--- src/sv/etci_pkg.sv ---
// Package for the engine torque curve interpolator: field widths and the
// speed/torque breakpoint ROM. Depends on nothing; used by engine_torque_curve_interp.
`default_nettype none

package etci_pkg;

	// Field widths
	localparam int SPEED_W  = 17;                   // signed engine speed, 1/256 rad/s
	localparam int TORQUE_W = 16;                   // unsigned torque, 1/16 N*m
	localparam int XPOS_W   = 17;                   // breakpoint speed, non-negative
	localparam int PROD_W   = XPOS_W + TORQUE_W;    // offset times torque step

	// Breakpoint ROM
	localparam int CURVE_POINTS_DEF = 17;
	localparam int TABLE_CAP        = 64;
	localparam int TIDX_W           = $clog2(TABLE_CAP);

	localparam logic [XPOS_W-1:0] CURVE_X [TABLE_CAP] = '{
		0: 17'd0,      1: 17'd16085,  2: 17'd18766,  3: 17'd21446,
		4: 17'd24127,  5: 17'd26808,  6: 17'd29489,  7: 17'd32170,
		8: 17'd34851,  9: 17'd37531, 10: 17'd40212, 11: 17'd42893,
		12: 17'd45574, 13: 17'd48255, 14: 17'd50936, 15: 17'd53616,
		16: 17'd56297,
		default: 17'd0
	};

	localparam logic [TORQUE_W-1:0] CURVE_Y [TABLE_CAP] = '{
		0: 16'd0,      1: 16'd26560,  2: 16'd30080,  3: 16'd35840,
		4: 16'd46400,  5: 16'd56800,  6: 16'd56800,  7: 16'd56800,
		8: 16'd56800,  9: 16'd56800, 10: 16'd55520, 11: 16'd52960,
		12: 16'd49920, 13: 16'd46080, 14: 16'd42560, 15: 16'd26880,
		16: 16'd0,
		default: 16'd0
	};

endpackage

`default_nettype wire

--- src/sv/engine_torque_curve_interp.sv ---
// Engine maximum-torque curve: piecewise linear interpolation over a ROM table.
// Depends on etci_pkg (widths, breakpoint ROM).
//
//  channel  signals                                   direction
//  -------  ----------------------------------------  ---------
//  input    in_valid, in_ready, engine_speed          in
//  output   out_valid, out_ready, max_torque, in_range  out
//
// One transaction can enter every cycle while in_ready is high. Seven register stages:
// compare, segment pick, ROM lookup, multiply, quotient estimate, quotient correction, output.
// Reset clears only the stage valid bits; payload registers are not reset.
// A stall holds each full stage whose successor is full and stalled; empty
// stages keep filling, so input stays open until the whole pipe is full.
`default_nettype none

module engine_torque_curve_interp #(
	parameter int CURVE_POINTS = etci_pkg::CURVE_POINTS_DEF
) (
	input  wire logic                                clk,
	input  wire logic                                arst_n,
	input  wire logic                                in_valid,
	output logic                                     in_ready,
	input  wire logic signed [etci_pkg::SPEED_W-1:0] engine_speed,
	output logic                                     out_valid,
	input  wire logic                                out_ready,
	output logic [etci_pkg::TORQUE_W-1:0]            max_torque,
	output logic                                     in_range
);

	localparam int NSEG   = CURVE_POINTS - 1;
	localparam int SEG_W  = (NSEG > 1) ? $clog2(NSEG) : 1;
	localparam int QW     = etci_pkg::TORQUE_W;
	localparam int XW     = etci_pkg::XPOS_W;
	localparam int YW     = etci_pkg::TORQUE_W;
	localparam int PW     = etci_pkg::PROD_W;
	localparam int TW     = etci_pkg::TIDX_W;
	localparam int NST    = 7;          // s1..s6, output register
	localparam int OUTST  = NST - 1;
	localparam int RS     = XW;         // slope scale, larger than any offset
	localparam int KW     = YW + RS;    // scaled slope width
	localparam int KPW    = XW + KW;    // offset times scaled slope

	localparam logic signed [XW:0] X_FIRST = $signed({1'b0, etci_pkg::CURVE_X[0]});
	localparam logic signed [XW:0] X_LAST  =
		$signed({1'b0, etci_pkg::CURVE_X[CURVE_POINTS-1]});

	// Stage valids and per-stage advance enables
	logic [NST-1:0] vld_q;
	logic [NST-1:0] adv;

	always_comb begin
		adv[NST-1] = !vld_q[NST-1] || out_ready;
		for (int i = NST - 2; i >= 0; i--) begin
			adv[i] = !vld_q[i] || adv[i+1];
		end
	end

	assign in_ready  = adv[0];
	assign out_valid = vld_q[OUTST];

	always_ff @(posedge clk or negedge arst_n) begin
		if (!arst_n) begin
			vld_q <= '0;
		end else begin
			if (adv[0]) begin
				vld_q[0] <= in_valid;
			end
			for (int i = 1; i < NST; i++) begin
				if (adv[i]) begin
					vld_q[i] <= vld_q[i-1];
				end
			end
		end
	end

	// Stage 1: compare speed against every segment in parallel
	logic signed [XW:0] spd_x;
	logic [NSEG-1:0]    seg_hit;
	logic               rng;
	logic [KW-1:0]      slope_k [NSEG];

	assign spd_x = {{(XW + 1 - etci_pkg::SPEED_W){engine_speed[etci_pkg::SPEED_W-1]}},
		engine_speed};
	assign rng = (spd_x >= X_FIRST) && (spd_x < X_LAST);

	for (genvar g = 0; g < NSEG; g++) begin : g_cmp
		localparam logic signed [XW:0] XLO = $signed({1'b0, etci_pkg::CURVE_X[g]});
		localparam logic signed [XW:0] XHI = $signed({1'b0, etci_pkg::CURVE_X[g+1]});
		// scaled torque step per speed unit, rounded down
		localparam longint DXL = (XHI > XLO) ? longint'(XHI - XLO) : longint'(1);
		localparam longint YLO = longint'(etci_pkg::CURVE_Y[g]);
		localparam longint YHI = longint'(etci_pkg::CURVE_Y[g+1]);
		localparam longint DYL = (YHI >= YLO) ? (YHI - YLO) : (YLO - YHI);
		localparam longint KL  = (DYL << RS) / DXL;
		assign seg_hit[g] = (XHI > XLO) && (spd_x >= XLO) && (spd_x < XHI);
		assign slope_k[g] = KW'(KL);
	end

	logic signed [XW:0] spd_s1;
	logic [NSEG-1:0]    seg_hit_s1;
	logic               rng_s1;

	always_ff @(posedge clk) begin
		if (adv[0]) begin
			spd_s1     <= spd_x;
			seg_hit_s1 <= seg_hit;
			rng_s1     <= rng;
		end
	end

	// Stage 2: pick the lowest matching segment
	logic [SEG_W-1:0] seg_sel;

	always_comb begin
		seg_sel = '0;
		for (int i = NSEG - 1; i >= 0; i--) begin
			if (seg_hit_s1[i]) begin
				seg_sel = SEG_W'(i);
			end
		end
	end

	logic signed [XW:0] spd_s2;
	logic [SEG_W-1:0]   seg_s2;
	logic               hit_s2;

	always_ff @(posedge clk) begin
		if (adv[1]) begin
			spd_s2 <= spd_s1;
			seg_s2 <= seg_sel;
			hit_s2 <= rng_s1 && (|seg_hit_s1);
		end
	end

	// Stage 3: ROM lookup, offset into segment, torque step as sign and magnitude
	logic [TW-1:0]      idx_lo;
	logic [TW-1:0]      idx_hi;
	logic [XW-1:0]      x1;
	logic [XW-1:0]      x2;
	logic [YW-1:0]      y1;
	logic [YW-1:0]      y2;
	logic signed [XW:0] off_full;

	assign idx_lo   = TW'(seg_s2);
	assign idx_hi   = idx_lo + TW'(1);
	assign x1       = etci_pkg::CURVE_X[idx_lo];
	assign x2       = etci_pkg::CURVE_X[idx_hi];
	assign y1       = etci_pkg::CURVE_Y[idx_lo];
	assign y2       = etci_pkg::CURVE_Y[idx_hi];
	assign off_full = spd_s2 - $signed({1'b0, x1});

	logic [XW-1:0] off_s3;
	logic [XW-1:0] dx_s3;
	logic [YW-1:0] y1_s3;
	logic [YW-1:0] dym_s3;
	logic [KW-1:0] k_s3;
	logic          neg_s3;
	logic          hit_s3;

	always_ff @(posedge clk) begin
		if (adv[2]) begin
			off_s3 <= off_full[XW-1:0];
			dx_s3  <= x2 - x1;
			y1_s3  <= y1;
			neg_s3 <= (y2 < y1);
			dym_s3 <= (y2 < y1) ? (y1 - y2) : (y2 - y1);
			k_s3   <= slope_k[seg_s2];
			hit_s3 <= hit_s2;
		end
	end

	// Stage 4: exact numerator and scaled-slope product
	logic [PW-1:0]  prod_s4;
	logic [KPW-1:0] est_s4;
	logic [XW-1:0]  dx_s4;
	logic [YW-1:0]  y1_s4;
	logic           neg_s4;
	logic           hit_s4;

	always_ff @(posedge clk) begin
		if (adv[3]) begin
			prod_s4 <= PW'(off_s3) * PW'(dym_s3);
			est_s4  <= KPW'(off_s3) * KPW'(k_s3);
			dx_s4   <= dx_s3;
			y1_s4   <= y1_s3;
			neg_s4  <= neg_s3;
			hit_s4  <= hit_s3;
		end
	end

	// Stage 5: quotient estimate, exact or one short, and its product with the width
	logic [QW-1:0] qe;
	logic [QW-1:0] qe_s5;
	logic [PW-1:0] qdx_s5;
	logic [PW-1:0] prod_s5;
	logic [XW-1:0] dx_s5;
	logic [YW-1:0] y1_s5;
	logic          neg_s5;
	logic          hit_s5;

	assign qe = est_s4[RS+QW-1:RS];

	always_ff @(posedge clk) begin
		if (adv[4]) begin
			qe_s5   <= qe;
			qdx_s5  <= PW'(qe) * PW'(dx_s4);
			prod_s5 <= prod_s4;
			dx_s5   <= dx_s4;
			y1_s5   <= y1_s4;
			neg_s5  <= neg_s4;
			hit_s5  <= hit_s4;
		end
	end

	// Stage 6: one correction step; note whether the division was exact
	logic [PW-1:0] rem0;
	logic          fix;
	logic [PW-1:0] rem1;

	assign rem0 = prod_s5 - qdx_s5;
	assign fix  = (rem0 >= PW'(dx_s5));
	assign rem1 = fix ? (rem0 - PW'(dx_s5)) : rem0;

	logic [QW-1:0] quo_s6;
	logic          rnz_s6;
	logic [YW-1:0] y1_s6;
	logic          neg_s6;
	logic          hit_s6;

	always_ff @(posedge clk) begin
		if (adv[5]) begin
			quo_s6 <= qe_s5 + QW'(fix);
			rnz_s6 <= (rem1 != '0);
			y1_s6  <= y1_s5;
			neg_s6 <= neg_s5;
			hit_s6 <= hit_s5;
		end
	end

	// Output register: floor toward minus infinity on a falling step, then clamp
	logic [QW:0]        adj;
	logic signed [QW+1:0] val;
	logic [YW-1:0]      val_sat;

	assign adj = {1'b0, quo_s6} + (QW+1)'(neg_s6 && rnz_s6);

	always_comb begin
		if (neg_s6) begin
			val = $signed({2'b00, y1_s6}) - $signed({1'b0, adj});
		end else begin
			val = $signed({2'b00, y1_s6}) + $signed({1'b0, adj});
		end
		if (val < 0) begin
			val_sat = '0;
		end else if (val[QW+1:YW] != '0) begin
			val_sat = '1;
		end else begin
			val_sat = val[YW-1:0];
		end
	end

	logic [YW-1:0] torque_q;
	logic          range_q;

	always_ff @(posedge clk) begin
		if (adv[OUTST]) begin
			torque_q <= hit_s6 ? val_sat : '0;
			range_q  <= hit_s6;
		end
	end

	assign max_torque = torque_q;
	assign in_range   = range_q;

endmodule

`default_nettype wire
--- config.mk ---
export PLATFORM = sky130hd
export DESIGN_NAME = engine_torque_curve_interp
export DESIGN_NICKNAME = d
export VERILOG_FILES = /design/src/sv/etci_pkg.sv /design/src/sv/engine_torque_curve_interp.sv
export SDC_FILE = /design/constraint.sdc
export NUM_CORES = 2
export LEC_CHECK = 0
export ABC_AREA = 0
export ABC_CLOCK_PERIOD_IN_PS = 9780
export BUFFER_PORTS_ARGS = -buffer_cell sky130_fd_sc_hd__buf_2
export CELL_PAD_IN_SITES_DETAIL_PLACEMENT = 0
export CELL_PAD_IN_SITES_GLOBAL_PLACEMENT = 1
export CORE_MARGIN = 1.5
export CORE_UTILIZATION = 53
export CTS_BUF_LIST = sky130_fd_sc_hd__clkbuf_2
export DETAILED_ROUTE_END_ITERATION = 16
export GPL_TIMING_DRIVEN = 0
export PLACE_DENSITY_LB_ADDON = 0.1
export SYNTH_ARGS = -nofsm -noshare
export SYNTH_HDL_FRONTEND = slang
export SYNTH_SLANG_ARGS = --single-unit
--- constraint.sdc ---
create_clock -name clk -period 9.78 [get_ports clk]
set_input_delay 0.489 -clock clk [delete_from_list [all_inputs] [get_ports clk]]
set_output_delay 0.489 -clock clk [all_outputs]
set_load 0.02 [all_outputs]
Word level (Yosys, flattened, before mapping). Memories as Yosys holds them, arrays and structs flattened. A register that Yosys moved wholly into a read port is not among the register bits. Cells that the tools add are included.

Flip-flop bits (word level): 401. Bits in latches: 0. Memory bits (writable): 0. Memory bits (read-only): 4752. Input port bits: 21. Word-level logic and storage cells: 169. Memories kept: 5.

Memories: (no name shown) (words 64, bits a word 17, read ports 1, clocked after Yosys merged registers in 0, write ports 0, line engine_torque_curve_interp.sv:147) `assign x2 = etci_pkg::CURVE_X[idx_hi];`; (no name shown) (words 64, bits a word 17, read ports 1, clocked after Yosys merged registers in 0, write ports 0, line engine_torque_curve_interp.sv:146) `assign x1 = etci_pkg::CURVE_X[idx_lo];`; (no name shown) (words 64, bits a word 16, read ports 1, clocked after Yosys merged registers in 0, write ports 0, line engine_torque_curve_interp.sv:149) `assign y2 = etci_pkg::CURVE_Y[idx_hi];`; (no name shown) (words 64, bits a word 16, read ports 1, clocked after Yosys merged registers in 0, write ports 0, line engine_torque_curve_interp.sv:148) `assign y1 = etci_pkg::CURVE_Y[idx_lo];`; (no name shown) (words 16, bits a word 33, read ports 1, clocked after Yosys merged registers in 1, write ports 0, line engine_torque_curve_interp.sv:167) `k_s3 <= slope_k[seg_s2];`.

Add/sub/neg operators: 11. Multipliers: 3. Divide/modulo/power cells: 0. $lt $le $gt $ge: 37. Eq/ne operators: 0. Shift operators: 0. Muxes and demuxes: 27. Bitwise gates (word level): 4. Reductions and logical operators: 40.

Operators by type and width (count): $lt 17x17->1 const B (9); $ge 17x17->1 const B (8); $ge 17x16->1 const B (6); $lt 17x16->1 const B (6); $mux 16 (6); $mux 17 (4); $sub 17x17->17 (2); $ge 33x17->1 (1); $mul 16x17->33 (1); $mul 17x16->33 (1); $mul 17x33->33 (1); $mux 33 (1); $reduce_bool 33->1 (1); $sub 33x17->33 (1); $sub 33x33->33 (1); $mux 4 (8); $sub 16x16->16 (2); $logic_and 1x1->1 (19); $add 16x17->18 (1); $lt 18x1->1 const B (1); $mux 18 (1); $sub 16x17->18 (1); $add 16x1->17 (1); $ge 17x1->1 const B (1); 20 further kinds (38).

Logic depth before layout (Yosys ltp).
Word-level depth: 15. Gate-level depth with buffers: 28.

Worst setup path after synthesis. OpenSTA, ideal clock, no wires.

Kind: reg-to-reg. From: register k_s3[10]. To: register est_s4[32] (data pin). Setup time: 0.262 ns. Arrival time: 6.537 ns. Data required time: 9.518 ns. Path slack: 2.981 ns. Cell stages (with the launch flop): 25. Buffers on the path: 1. Clock period less this slack: 6.799 ns. Cell sequence: edfxtp_1 clkbuf_1 nand2_1 fa_1 fa_1 fa_1 fa_1 inv_1 fa_1 inv_1 fa_1 inv_1 ha_1 and4_1 o21ai_0 o211ai_1 o221a_2 a221o_1 a21oi_1 o21ai_1 o41a_1 a211oi_1 inv_1 a21oi_1 xor2_1.

Longest elaborated chain between the ends: 1.

RTL lines: start, declared (line engine_torque_curve_interp.sv:156) `logic [KW-1:0] k_s3;`; $mul 17x33->33 (line engine_torque_curve_interp.sv:183) `est_s4 <= KPW'(off_s3) * KPW'(k_s3);`; end signal, assigned (line engine_torque_curve_interp.sv:183); end, declared (line engine_torque_curve_interp.sv:174) `logic [KPW-1:0] est_s4;`.

No other way between the ends. A chain may end at the register's enable or synchronous reset.

Worst setup path in the final report.
From: register est_s4[25]. To: register qdx_s5[32] (data pin).

Longest elaborated chain between the ends: 1.

RTL lines: $mul 16x17->33 (line engine_torque_curve_interp.sv:206) `qdx_s5 <= PW'(qe) * PW'(dx_s4);`; end signal, assigned (line engine_torque_curve_interp.sv:206); end, declared (line engine_torque_curve_interp.sv:194) `logic [PW-1:0] qdx_s5;`.

No other way between the ends.

==> results_dict.tcl <==
set metrics [dict create \
    outcome "complete, no violations" \
    synth_flop_cell "edfxtp_1" \
    ys_seq_area_share_pct 24.2 \
    cts-resized-gates 0 \
    initial_core_util_pct 53.6 \
    grt_overflow 0 \
    rsz0062_at_grt "false" \
    layout.area.seq_sq_mm 0.0111 \
    cp-start-kind "register" \
    design_area_sq_mm 0.0488 \
    viasPerCell 5.48 \
    chipHeight_microns 297 \
    drc 0 \
    maxSlewViolCount 0 \
    ys_ff_latch 370 \
    max_cap_viol_count 0 \
    layout.nets 5965 \
    arrival_ns 9.02 \
    multiInputGateArea_sq_mm 0.0309 \
    grt_max_degree 68 \
    synth_top_family_by_area "adder cells" \
    grt_pass1_wl_microns 196000 \
    clock-skew-final_ns 0.102 \
    htreeDepth 3 \
    synth_xor_area_share_pct 3.55 \
    hold_depth 2 \
    met3_usage_pct 5.26 \
    io_pins 40 \
    final_cells 6100 \
    drive_gt1_share_pct 4.93 \
    grt_util_met2_pct 49.3 \
    core.rowCount 107 \
    ant_nets 0 \
    period_minus_slack_ns 8.19 \
    yosysWarningCount 0 \
    numClockSinks 370 \
    setup_violations 0 \
    portBuffers 39 \
    synth-compound-area-share_pct 8.34 \
    coreArea_sq_mm 0.0853 \
    hpwl_microns 104000 \
    grtUsageTotal_pct 29.9 \
    die_w_microns 297 \
    worstPathMaxFanout 10 \
    cts_tree "done" \
    dr.pass1.iters 5 \
    synthArstFlopShare_pct 1.89 \
    muxShareOfSynthArea_pct 0.345 \
    fill_cells 7828 \
    mappedNetlistNets 5800 \
    slew_headroom_pct 24.9 \
    area_growth_pct 6.77 \
    setup_tns_ns 0 \
    final_hold_viol_count 0 \
    crit_required_ns 10.61 \
    cts_root_buf "clkbuf_2" \
    top_usage_layer "met2" \
    grtUsageMet1_pct 38.8 \
    netlist_area_sq_mm 0.0457 \
    synth.distinct_cells 91 \
    fmax_ghz 0.122 \
    syn_avg_cell_area_sq_um 9.69 \
    gp_congestion 0.930 \
    crit_type "register to register" \
    end_kind "register" \
    antenna_found_initial 10 \
    dpl_cell_area_sq_mm 0.0474 \
    drt-initial-drc-count 2240 \
    hold_path_class "primary input to register" \
    cts_buffer_depth 3 \
    dieArea_sq_mm 0.0880 \
    grt_pass1_vias 34099 \
    finalCritPeriodShare_pct 83.7 \
    yosys.area_share.simple_pct 15.9 \
    wl_per_cell_microns 20.9 \
    dp.cells 5903 \
    synth_edf_count 363 \
    synthAdderAreaFrac_pct 39.4 \
    worstRegToRegCells 25 \
    vias 33453 \
    worstSkewPairLatency_ns 1.23 \
    clk_transition_reported_paths_ns 0.09 \
    tightestPinTransition_ns 1.12 \
    cts_buffers 93 \
    wl_microns 127000 \
    syn_inst 4715 \
]
cell families (layout without fill, tap and decap cells):
kind of cell	after synthesis	count (layout)
and+or+nand+nor	1484	1484
adders and majority gates	1064	1064
buffers and inverters	1007	1245
AOI/OAI and AO/OA	590	590
DFF	370	370
xor gates and xnor gates	185	185
muxes	15	15
other	0	3
synth_stat cells (8+ instances only):
cell type	number	share of area, %
a21o_1	38	0.62
o21bai_1	16	0.26
and2_1	385	5.3
nor2_1	176	1.4
nand2_1	596	4.9
a31oi_1	34	0.47
fa_1	622	27
nor4_1	16	0.22
o211ai_1	13	0.21
o21a_1	36	0.59
o31ai_1	10	0.16
nand2b_1	29	0.40
nand3_1	68	0.74
xnor2_1	116	2.2
buf_1	8	0.066
clkbuf_1	178	1.5
a21boi_0	22	0.36
nor3b_1	9	0.15
xor2_1	69	1.3
and3_1	29	0.40
nor3_1	69	0.76
nor2b_1	35	0.48
or3_1	14	0.19
inv_1	814	6.7
a21oi_1	188	2.1
or2_2	17	0.23
mux2i_1	9	0.20
edfxtp_1	363	24
o21ai_0	113	1.2
a211oi_1	15	0.25
ha_1	442	12
nand4_1	16	0.22
critical path: stages, from the launching register on:
cell,delay [ns]
edfxtp_1,0.43
clkbuf_1,0.52
clkbuf_1,0.59
nand2_1,0.16
fa_1,0.54
inv_1,0.05
fa_1,0.38
inv_1,0.07
fa_1,0.41
inv_1,0.09
fa_1,0.42
fa_1,0.51
inv_1,0.05
fa_1,0.47
inv_1,0.04
ha_1,0.23
or4_1,0.51
o211ai_1,0.31
o211ai_1,0.17
a31oi_1,0.30
o21ai_0,0.15
a21oi_1,0.27
o21ai_0,0.12
a21oi_1,0.25
a21oi_1,0.12
xnor2_1,0.62
layer usage:
metal | vias up | wire length, microns
met5 | - | 34
met2 | 1122 | 60300
met4 | 4 | 5130
met1 | 16505 | 53100
met3 | 230 | 8730
li1 | 15592 | -
per-stage QoR:
| step | util [%] | hold WS [ns] | setup WS (ns) |
|---|---|---|---|
| floorplan | - | 0.193 | 2.98 |
| global placement | 55.5 | 0.401 | 0.131 |
| detailed placement | 55.6 | 0.405 | 1.76 |
| CTS | 57.2 | 0.00703 | 1.67 |
| global route | 57.2 | 0.0874 | 1.24 |
| finish | 57.2 | 0.158 | 1.59 |
flip-flops by register name, indices dropped and copies added, names as in the netlist, 16 cells and up:
register	flops
dx_s4	17
seg_hit_s1	16
spd_s1	17
k_s3	21
prod_s4	28
prod_s5	28
max_torque	16
est_s4	16
qdx_s5	33
dx_s3	17
qe_s5	16
spd_s2	17
dx_s5	17
off_s3	17
quo_s6	16
cell type report:
type,count,share of cell area (%)
inverter,816,6.28
multi-input combinational,3338,63.2
antenna,3,0.0154
clock buffer,124,1.27
sequential,370,22.7
buffer,191,1.48
timing repair buffer,70,1.15
tap,1144,2.93
clock inverter,44,0.916
path summary, 6_finish.rpt:
check                                 start          to  slack, ns
min in group asynchronous            arst_n    vld_q[6]       0.52
setup reg to reg                 est_s4[25]  qdx_s5[32]       1.59
max in group asynchronous            arst_n    vld_q[2]       8.73
hold reg to reg                      neg_s4      neg_s5       0.38
hold / removal             engine_speed[12]  spd_s1[12]       0.16
setup / recovery                 est_s4[25]  qdx_s5[32]       1.59
timing repair:
action / CTS / global route
hold buffers: 26 / 0
hold endpoints to repair: 42 / 0
setup endpoints to repair: 0 / 0
setup buffers: 0 / 0
placed cells by master, fill, tap and decap left out, drive strengths merged, types with 7 or more instances in the layout:
| cell | netlist | layout |
|---|---|---|
| inv | 815 | 819 |
| fa | 622 | 622 |
| nand2 | 596 | 596 |
| ha | 442 | 442 |
| and2 | 385 | 385 |
| edfxtp | 363 | 363 |
| clkbuf | 178 | 302 |
| a21oi | 190 | 190 |
| nor2 | 176 | 176 |
| o21ai | 120 | 120 |
| xnor2 | 116 | 116 |
| nor3 | 71 | 71 |
| xor2 | 69 | 69 |
| nand3 | 68 | 68 |
| buf | 13 | 57 |
| a21o | 38 | 38 |
| o21a | 36 | 36 |
| nor2b | 35 | 35 |
| a31oi | 35 | 35 |
| clkinv | 1 | 32 |
| and3 | 29 | 29 |
| nand2b | 29 | 29 |
| dlygate4sd3 | 0 | 26 |
| a21boi | 25 | 25 |
| or2 | 18 | 18 |
| o21bai | 16 | 16 |
| nand4 | 16 | 16 |
| nor4 | 16 | 16 |
| a211oi | 16 | 16 |
| or3 | 14 | 14 |
| o211ai | 14 | 14 |
| o31ai | 10 | 10 |
| nor3b | 10 | 10 |
| mux2i | 9 | 9 |
| a2111oi | 9 | 9 |
| bufinv | 0 | 8 |
| or4 | 7 | 7 |
| dfrtp | 7 | 7 |
Power is not shown: default switching activity piles up to over one toggle a cycle in this logic, so the estimate is an artifact.
